### src/rtl/particle_pool_step_macros.svh
// ----------------------------------------------------------------------------
// particle pool assertion macros
// shared concurrent assertion forms for the particle pool rtl
// ----------------------------------------------------------------------------
`ifndef PARTICLE_POOL_STEP_MACROS_SVH
`define PARTICLE_POOL_STEP_MACROS_SVH

// checked only outside reset
`define PPS_ASSERT_RUN(lbl, prop, msg) \
  lbl: assert property (@(posedge clk) disable iff (rst) prop) else $error(msg);

// checked at every edge, reset included
`define PPS_ASSERT_ALL(lbl, prop, msg) \
  lbl: assert property (@(posedge clk) prop) else $error(msg);

`endif

### src/rtl/pps_div.sv
// ----------------------------------------------------------------------------
// pps_div
// restoring divider for the alpha byte, one quotient bit per cycle
// ----------------------------------------------------------------------------
`default_nettype none

module pps_div (
  input  logic        clk,
  input  logic        rst,
  input  logic        start,
  input  logic [31:0] num,
  input  logic [23:0] den,
  output logic        done,
  output logic [7:0]  quo
);

  logic        run;
  logic [2:0]  cnt;
  logic [31:0] rem;
  logic [31:0] dsh;
  logic [32:0] trial;

  assign trial = {1'b0, rem} - {1'b0, dsh};

  always_ff @(posedge clk) begin
    if (rst) begin
      run  <= 1'b0;
      done <= 1'b0;
    end else begin
      done <= 1'b0;
      if (start) begin
        if (num >= {den, 8'b0}) begin
          quo  <= 8'hff;
          done <= 1'b1;
        end else begin
          run <= 1'b1;
          rem <= num;
          dsh <= {1'b0, den, 7'b0};
          cnt <= 3'd7;
          quo <= '0;
        end
      end else if (run) begin
        if (!trial[32]) begin
          rem <= trial[31:0];
        end
        quo <= {quo[6:0], ~trial[32]};
        dsh <= {1'b0, dsh[31:1]};
        cnt <= cnt - 3'd1;
        if (cnt == 3'd0) begin
          run  <= 1'b0;
          done <= 1'b1;
        end
      end
    end
  end

endmodule

`default_nettype wire

### config.mk
export PLATFORM = sky130hd
export DESIGN_NAME = pps_div
export DESIGN_NICKNAME = d
export VERILOG_FILES = /design/src/rtl/particle_pool_step_macros.svh /design/src/rtl/pps_div.sv
export SDC_FILE = /design/constraint.sdc
export NUM_CORES = 1
export LEC_CHECK = 0
export BUFFER_PORTS_ARGS = -buffer_cell sky130_fd_sc_hd__buf_2
export CAP_MARGIN = 0
export CORE_MARGIN = 2
export CORE_UTILIZATION = 25
export DETAILED_ROUTE_END_ITERATION = 7
export PLACE_DENSITY = 0.52
export SLEW_MARGIN = 5
export SYNTH_ARGS = -nofsm -noshare
export SYNTH_HDL_FRONTEND = slang
export SYNTH_SLANG_ARGS = --single-unit
export TNS_END_PERCENT = 100
### constraint.sdc
create_clock -name clk -period 5.6 [get_ports clk]
set_clock_uncertainty 0.1 [all_clocks]
set_input_delay 0 -clock clk [delete_from_list [all_inputs] [get_ports clk]]
set_output_delay 0 -clock clk [all_outputs]
set_load 0.02 [all_outputs]
Word-level counts from Yosys, hierarchy flattened
Index checks and enable logic that the tools add are counted.
{"block": "op_classes", "add_sub_neg": 2, "n_lt_le_gt_ge": 1, "n_eq_ne": 2, "mux": 21, "n_bitwise": 2, "reduce_logical": 5}
{"op": "2-to-1 mux 32 bit", "count": 7}
{"op": "subtractor 32 x 32 -> 33 bit", "count": 1}
{"op": "greater-or-equal comparator 32 bit", "count": 1}
{"op": "2-to-1 mux 8 bit", "count": 3}
{"op": "2-to-1 mux 3 bit", "count": 3}
{"op": "2-to-1 mux 1 bit", "count": 8}
{"op": "inequality test 2 bit (second input constant)", "count": 2}
{"op": "AND reduction 4 bit", "count": 1}
{"op": "zero test 3 bit", "count": 1}
{"op": "AND reduction 3 bit", "count": 1}
{"op": "subtractor 3 x 1 -> 3 bit (second input constant)", "count": 1}
{"op": "NOT 1 bit", "count": 2}
{"op": "AND reduction 2 bit", "count": 1}
{"op": "nonzero test 2 bit", "count": 1}
{"block": "word_totals", "regBits": 77, "input_bits": 59, "out_inout_bits": 9, "word_cells": 39}

Logic depth before layout (Yosys ltp)
Gate-level depths: netlist of run 1.
{"block": "logic_depth", "ltp_word": 4, "ltp_mapped": 11, "mapped_depth_nobuf": 11}

Worst setup path after synthesis of run 1
Ideal clock, no wire load.
{"block": "synth_timing", "path_kind": "input port to flip-flop", "start": "input port den[13]", "end": "register rem[0] (enable)", "setup_ns": 0.470, "arrival_time_ns": 5.306, "required_ns": 5.030, "slack_ns": -0.277, "path_stages": 10, "n_path_buf": 0, "cell_sequence": "inv_1 ha_1 a21o_1 a21o_1 a21oi_1 o21ai_0 a21oi_1 o21ai_1 a21oi_1 a21boi_0"}
{"block": "synth_between", "elab_chain_cells": 3}
{"element": "start, declared", "line": "pps_div.sv:12", "text": "input logic [23:0] den,"}
{"element": "greater-or-equal comparator 32 bit", "line": "pps_div.sv:32", "text": "if (num >= {den, 8'b0}) begin"}
{"element": "inequality test 2 bit (no source line)"}
{"element": "AND reduction 4 bit (no source line)"}
{"element": "end signal, assigned", "line": "pps_div.sv:37", "text": "rem <= num;"}
{"element": "end signal, assigned", "line": "pps_div.sv:44", "text": "rem <= trial[31:0];"}
{"element": "end, declared", "line": "pps_div.sv:19", "text": "logic [31:0] rem;"}
No other way between the ends.
A chain may end at the register's enable or synchronous reset.

Worst setup path in the final report of run 1
{"block": "layout_timing", "start": "register dsh[0]", "end": "register rem[21] (enable)"}
{"block": "layout_between", "elab_chain_cells": 3}
{"element": "start, declared", "line": "pps_div.sv:20", "text": "logic [31:0] dsh;"}
{"element": "start signal, assigned", "line": "pps_div.sv:38", "text": "dsh <= {1'b0, den, 7'b0};"}
{"element": "start signal, assigned", "line": "pps_div.sv:47", "text": "dsh <= {1'b0, dsh[31:1]};"}
{"element": "subtractor 32 x 32 -> 33 bit", "line": "pps_div.sv:23", "text": "assign trial = {1'b0, rem} - {1'b0, dsh};"}
{"element": "inequality test 2 bit (no source line)"}
{"element": "AND reduction 4 bit (no source line)"}
No other way between the ends.

==> results of run 1 <==
## through the flow
| step | worst slack, ns | hold WS (ns) | cell area, µm² | util (%) | total power [mW] |
|---|---|---|---|---|---|
| after detailed placement | 1.924 | 0.1022 | 6191 | 28.46 | 1.170 |
| final | 1.977 | 0.05087 | 7057 | 32.44 | 1.789 |
| after floorplan | 0.4714 | -0.02762 | 5529 | - | 1.040 |
| after CTS | 1.900 | 0.02962 | 7057 | 32.44 | 1.814 |
| after global placement | 1.996 | 0.08478 | 6191 | 28.46 | 1.168 |
| after global routing | 1.628 | 0.1362 | 7057 | 32.44 | 1.896 |
## report_power, final
| group | internal, mW | switching [mW] | leakage (nW) |
|---|---|---|---|
| clock | 0.351 | 0.254 | 0.143 |
| sequential | 0.685 | 0.0143 | 0.711 |
| combinational | 0.207 | 0.278 | 2.24 |
## cell families (layout without fill, tap and decap cells)
kind of cell    after synthesis  after routing  share of synthesized area, %
buf+inv                      85            209                         5.775
fa+ha+maj                    58             58                         13.27
mux                           3              3                        0.5435
xor+xnor                     22             22                         3.487
simple gates                161            161                         13.79
compound gates              193            193                         22.19
flops                        76             76                         40.94
## area by class of cell
| cell class | instances | area share [%] |
|---|---|---|
| clock buffer | 9 | 3.191 |
| clock inverter | 7 | 1.135 |
| inverter | 67 | 3.564 |
| multi-input combinational | 437 | 42.04 |
| sequential | 76 | 32.06 |
| tap | 280 | 4.965 |
| timing repair buffer | 126 | 13.05 |
## worst register-to-register path, delay by kind of cell (launching register included)
family	cells	cell delay (ns)
DFF	1	0.37
and+or+nand+nor	2	0.29
AOI/OAI and AO/OA	6	1.47
adders and majority gates	2	0.63
buffers and inverters	1	0.40
## registers in the layout, indices dropped and copies added (netlist names)
name,cells
quo,8
run,1
rem,32
done,1
dsh,31
cnt,3
## worst paths after layout
path / startpoint / end / slack (ns)
min reg2reg: run$_SDFFE_PP0P_ / run$_SDFFE_PP0P_ / 0.38
max: dsh[0]$_SDFFCE_PP0P_ / rem[21]$_DFFE_PP_ / 1.98
max reg2reg: dsh[0]$_SDFFCE_PP0P_ / rem[21]$_DFFE_PP_ / 1.98
min: num[27] / rem[27]$_DFFE_PP_ / 0.05
## layout by cell type (no fill, tap or decap), types with 6 or more instances in the layout
cell type,synthesis,routed
nand3_1,6,6
xor2_1,8,8
a21oi_1,42,41
inv_1,66,66
clkbuf_16,0,9
o21ai_1,7,7
o21ai_0,66,66
nor2_1,22,22
edfxtp_1,74,74
nor3_1,8,8
xnor2_1,14,14
nand2_1,79,79
nand2b_1,7,7
dlygate4sd3_1,0,56
o21a_1,12,12
ha_1,57,57
a21o_1,26,26
buf_2,0,66
nand4_1,10,10
## metal layers
| layer | global-route usage (%) | vias to the layer above | routed length, µm |
|---|---|---|---|
| met5 | 0 | - | 0 |
| met4 | 5.026 | 0 | 256 |
| met3 | 1.792 | 13 | 497 |
| met2 | 22.49 | 68 | 7203 |
| met1 | 15.11 | 2139 | 6431 |
| li1 | - | 2395 | - |
## what timing repair did
action,in CTS,in global routing
hold buffers,56,0
endpoints found under the setup margin,0,0
endpoints found under the hold margin,57,0
==> impl_results.md, run 1 <==
- Clk buf depth: 2
- EDFF count, synth: 74
- Sink Count: 76
- Antenna viol nets, final: 0
- Worst rel slew slack: 42.00%
- Max Cap Viol: 0
- Post-DP HPWL: 10770 µm
- Yosys cell types: 56
- Die Area: 0.02331 mm²
- Asr flop ratio synth: 0%
- Critical path's largest stage delay: 0.41 ns
- # rows: 54
- Fin crit period: 3.623 ns
- Port Buffers: 67
- CP Launch Type: flip-flop
- F_max: 276.0 MHz
- Unrepaired setup endpoints after global routing: false
- Hold Path Class: input port to flip-flop
- I/O pins: 68
- Final setup vio count: 0
- GRT Total Usage: 12.55%
- CTS Root Cell: clkbuf_16
- Total gr overflow: 0
- Number of buffers and inverters on the critical path: 1
- CP Max Fanout: 23
- Area of the multi-input gates: 0.002967 mm²
- Top post-synthesis cells by area: edfxtp_1 40%, ha_1 13%, o21ai_0 6.0%
- Antenna cells: 0
- Iter 0 DRT Violations: 293
- CP delay by family, top: compound AO/OA/AOI/OAI gates
- Placed insts: 930
- Initial antenna violation count: 0
- Synth warn: 0
- Num CTS Buffers: 9
- Crit path cell chain: ha_1, fa_1, nor2b_1, o211ai_1, a211oi_2, nor2_2, o41ai_4, o21a_1, o21ai_1, a21boi_4, buf_4
- # Post-CTS Setup Buffers: 0
- TritonCTS clock tree: built
- Final Instance Count excl. Fillers: 1002
- Hold Path Stages: 3
- WL final: 14390 µm
- Die height: 152.7 µm
- VDD IR max: 0.1011 mV
- Leakage power: 3.096 nW
- Largest net degree at the start of global routing: 89
- GPL Wtd Cong: 0.8046
- #FFs+latches synth: 76
- Critical Path Stages: 11
- Area leader, netlist: edfxtp_1
- Top-count cell post-synth: nand2_1
- Synthesized cell area: 0.005525 mm²
- Clk_lat worst skew: 0.35 ns
- # DRC: 0
- Clock H-tree levels: 3
- Pwr/cell area: 253.6 mW/mm²
- Routed WL per cell: 14.36 µm
- Register area share after synthesis: 40.94%
- Post-synth net total: 715
- Main flop type after synthesis: edfxtp_1
- Share of cells above drive strength 1: 13.99%
- Top cell type's share of synthesized area: 40.22%
- FF+latch area: 0.002262 mm²
- Cell count after synthesis: 598
- Final net count: 834
- Routed vias/inst: 4.606
- CP required: 5.51 ns
- Chip Width: 152.7 µm
- Measured slew at the worst slew-check pin: 0.8700 ns
- Area grow syn2layout: 27.72%
- Post_cts resized: 0
- Initial core utilization: 25.40%
- Mean area per synthesized cell: 9.240 µm²
- CP endpoint kind: flip-flop
- Synth top cells by count: 79 x nand2_1, 74 x edfxtp_1, 66 x inv_1, 66 x o21ai_0, 57 x ha_1
- Slew Limit Fails: 0
- DRT Pass-1 Iters: 4
- R2R depth: 11
- Fin Setup TNS: 0 ns
- Worst path slowest cell: fa_1
- Number of global-route vias before repair: 4724
- Core footprint: 0.02176 mm²
- Clock transition at the registers of the reported paths: 0.06 ns
- Tcrit/Tclk final: 64.69%
- Worst endpoint data arrival time: 3.53 ns
- First-pass GRT wire length: 23390 µm
- DR vias: 4615
- Fin. Hold Viols: 0
- Filler cell count: 2280
- Status: finished clean
- Crit Path Class: flip-flop to flip-flop
(Power assumes the default switching activity.)
==> run 2: changes to the inputs <==
Clock period 5.6 ns to 3.3 ns, I/O delays scaled along.
==> impl_results.md, run 2 (synthesis gave the netlist of run 1 again) <==
- I/O pins: 68
- Clock transition at the registers of the reported paths: 0.06 ns
- Combinational share of power: 28.0%
- Chip Width: 152.7 µm
- Worst rel slew slack: 58.95%
- Unrepaired setup endpoints after global routing: false
- Worst endpoint data arrival time: 3.09 ns
- Crit Path Class: flip-flop to flip-flop
- Commonest non-fill, non-tap cells in the layout: 79 x nand2_1, 74 x edfxtp_1, 66 x inv_1, 66 x o21ai_0, 66 x buf_2
- CP delay by family, top: compound AO/OA/AOI/OAI gates
- Cell-internal power: 2.160 mW
- WHS: 0.07793 ns
- Die Area: 0.02331 mm²
- Area grow syn2layout: 29.80%
- RR Endpoint: rem[11]$_DFFE_PP_
- Routed vias/inst: 4.605
- Core footprint: 0.02176 mm²
- GPL Wtd Cong: 0.8298
- Initial core utilization: 25.40%
- Most common library cell in the layout ignoring fill and taps: nand2_1
- Fin util: 32.97%
- Worst path slowest cell: a211oi_2
- CP Max Fanout: 7
- Hold Path Class: input port to flip-flop
- Largest reg by FF count: rem
- Number of global-route vias before repair: 4690
- Port Buffers: 67
- Largest net degree at the start of global routing: 48
- Post-DP HPWL: 10950 µm
- First-pass GRT wire length: 23230 µm
- GRT Total Usage: 12.37%
- Critical path's largest stage delay: 0.38 ns
- Die height: 152.7 µm
- Fin. Hold Viols: 0
- Total gr overflow: 0
- Final net count: 841
- Crit path cell chain: inv_1, ha_2, fa_2, nor2b_1, o211ai_1, a211oi_2, nor2_4, o41ai_4, o21a_1, o21ai_2, a21boi_4, clkbuf_16
- Measured slew at the worst slew-check pin: 0.6117 ns
- Status: finished clean
- Max Cap Viol: 0
- # DRC: 0
- Tcrit/Tclk final: 95.11%
- FF+latch area: 0.002262 mm²
- CP required: 3.25 ns
- Sink Count: 76
- CP Launch Type: flip-flop
- Num CTS Buffers: 9
- Number of buffers and inverters on the critical path: 2
- Pwr/cell area: 426.2 mW/mm²
- CP endpoint kind: flip-flop
- Tot Pwr: 3.057 mW
- Filler cell count: 2229
- Share of cells above drive strength 1: 15.09%
- Area of the multi-input gates: 0.002980 mm²
- Sequential Power Share: 38.8%
- Routed WL per cell: 14.38 µm
- Leakage power: 3.151 nW
- DRT Pass-1 Iters: 4
- Switch share: 29.34%
- Fin crit period: 3.138 ns
- R2r startpoint: rem[0]$_DFFE_PP_
- # rows: 54
- Switch Pwr: 0.8967 mW
- Max FFs per register: 32
- Clock power share: 33.2%
- Antenna viol nets, final: 0
- WL final: 14510 µm
- Slew Limit Fails: 0
- Iter 0 DRT Violations: 230
- Antenna cells: 0
- R2R depth: 12
- Clock H-tree levels: 3
- CTS Root Cell: clkbuf_16
- F_max: 318.6 MHz
- Critical Path Stages: 12
- Regs by FF count: rem (32), dsh (31), quo (8)
- Final setup vio count: 0
- Clk_lat worst skew: 0.33 ns
- Fin Setup TNS: 0 ns
- VDD IR max: 0.2235 mV
- TritonCTS clock tree: built
- Crit path to: rem[11]$_DFFE_PP_
- DR vias: 4646
- Clk buf depth: 2
- Worst reg-to-reg setup slack: 0.16 ns
- Crit path launch: rem[0]$_DFFE_PP_
- Initial antenna violation count: 0
[run 2: changes by cell type in the layout (fill, tap and decap cells not counted), sizes merged]
cell      previous run  this run
inv                 70        66
clkbuf               9        13
clkinv               1         3
buf                 70        76
clkinvlp             2         1
[run 2: per-stage QoR]
stage / worst slack, ns / std cells / area, µm²
finish: 0.1615 / 1009 / 7172
detailed placement: 0.09644 / 933 / 6238
CTS: 0.08044 / 1005 / 7103
floorplan: 0.05890 / 598 / 5548
global route: 0.01772 / 1009 / 7172
global placement: 0.1535 / 933 / 6238
[run 2: how the worst min path moves through the flow]
stage / from / end / slack [ns] / cells past startpoint
after floorplan: rst / done$_SDFF_PP0_ / -0.03 / 1
after global placement: rst / done$_SDFF_PP0_ / 0.07 / 2
after detailed placement: rst / done$_SDFF_PP0_ / 0.08 / 2
after CTS: start / dsh[0]$_SDFFCE_PP0P_ / 0.07 / 2
after global routing: num[27] / rem[27]$_DFFE_PP_ / 0.11 / 3
final: start / dsh[0]$_SDFFCE_PP0P_ / 0.08 / 2
[run 2: final cells by class]
type | instances | share of cell area (%)
Multi-Input combinational cell | 437 | 41.56
Sequential cell | 76 | 31.54
Timing Repair Buffer | 133 | 14.27
Tap cell | 280 | 4.885
Clock buffer | 12 | 3.576
Inverter | 67 | 3.507
Clock inverter | 4 | 0.6629
[run 2: routing by layer]
layer | vias to the layer above | part of all wire (%) | GRT usage [%]
met5 | - | 0 | 0
li1 | 2406 | - | -
met3 | 19 | 3.4 | 1.564
met1 | 2147 | 46 | 15.46
met4 | 0 | 1.8 | 4.586
met2 | 74 | 49 | 21.78
[run 2: timing repair]
item	4_1_cts	5_1_grt
resized for setup	0	5
hold buffers	56	0
setup endpoints to repair	0	26
endpoints found under the hold margin	57	0
setup buffers	0	2
[run 2: power by group through the flow]
stage,registers (mW),clock network (mW),logic [mW]
CTS,1.19,1.04,0.846
finish,1.19,1.02,0.856
detailed placement,1.21,0,0.790
global route,1.19,1.08,0.965
global placement,1.20,0,0.789
floorplan,1.21,0,0.557
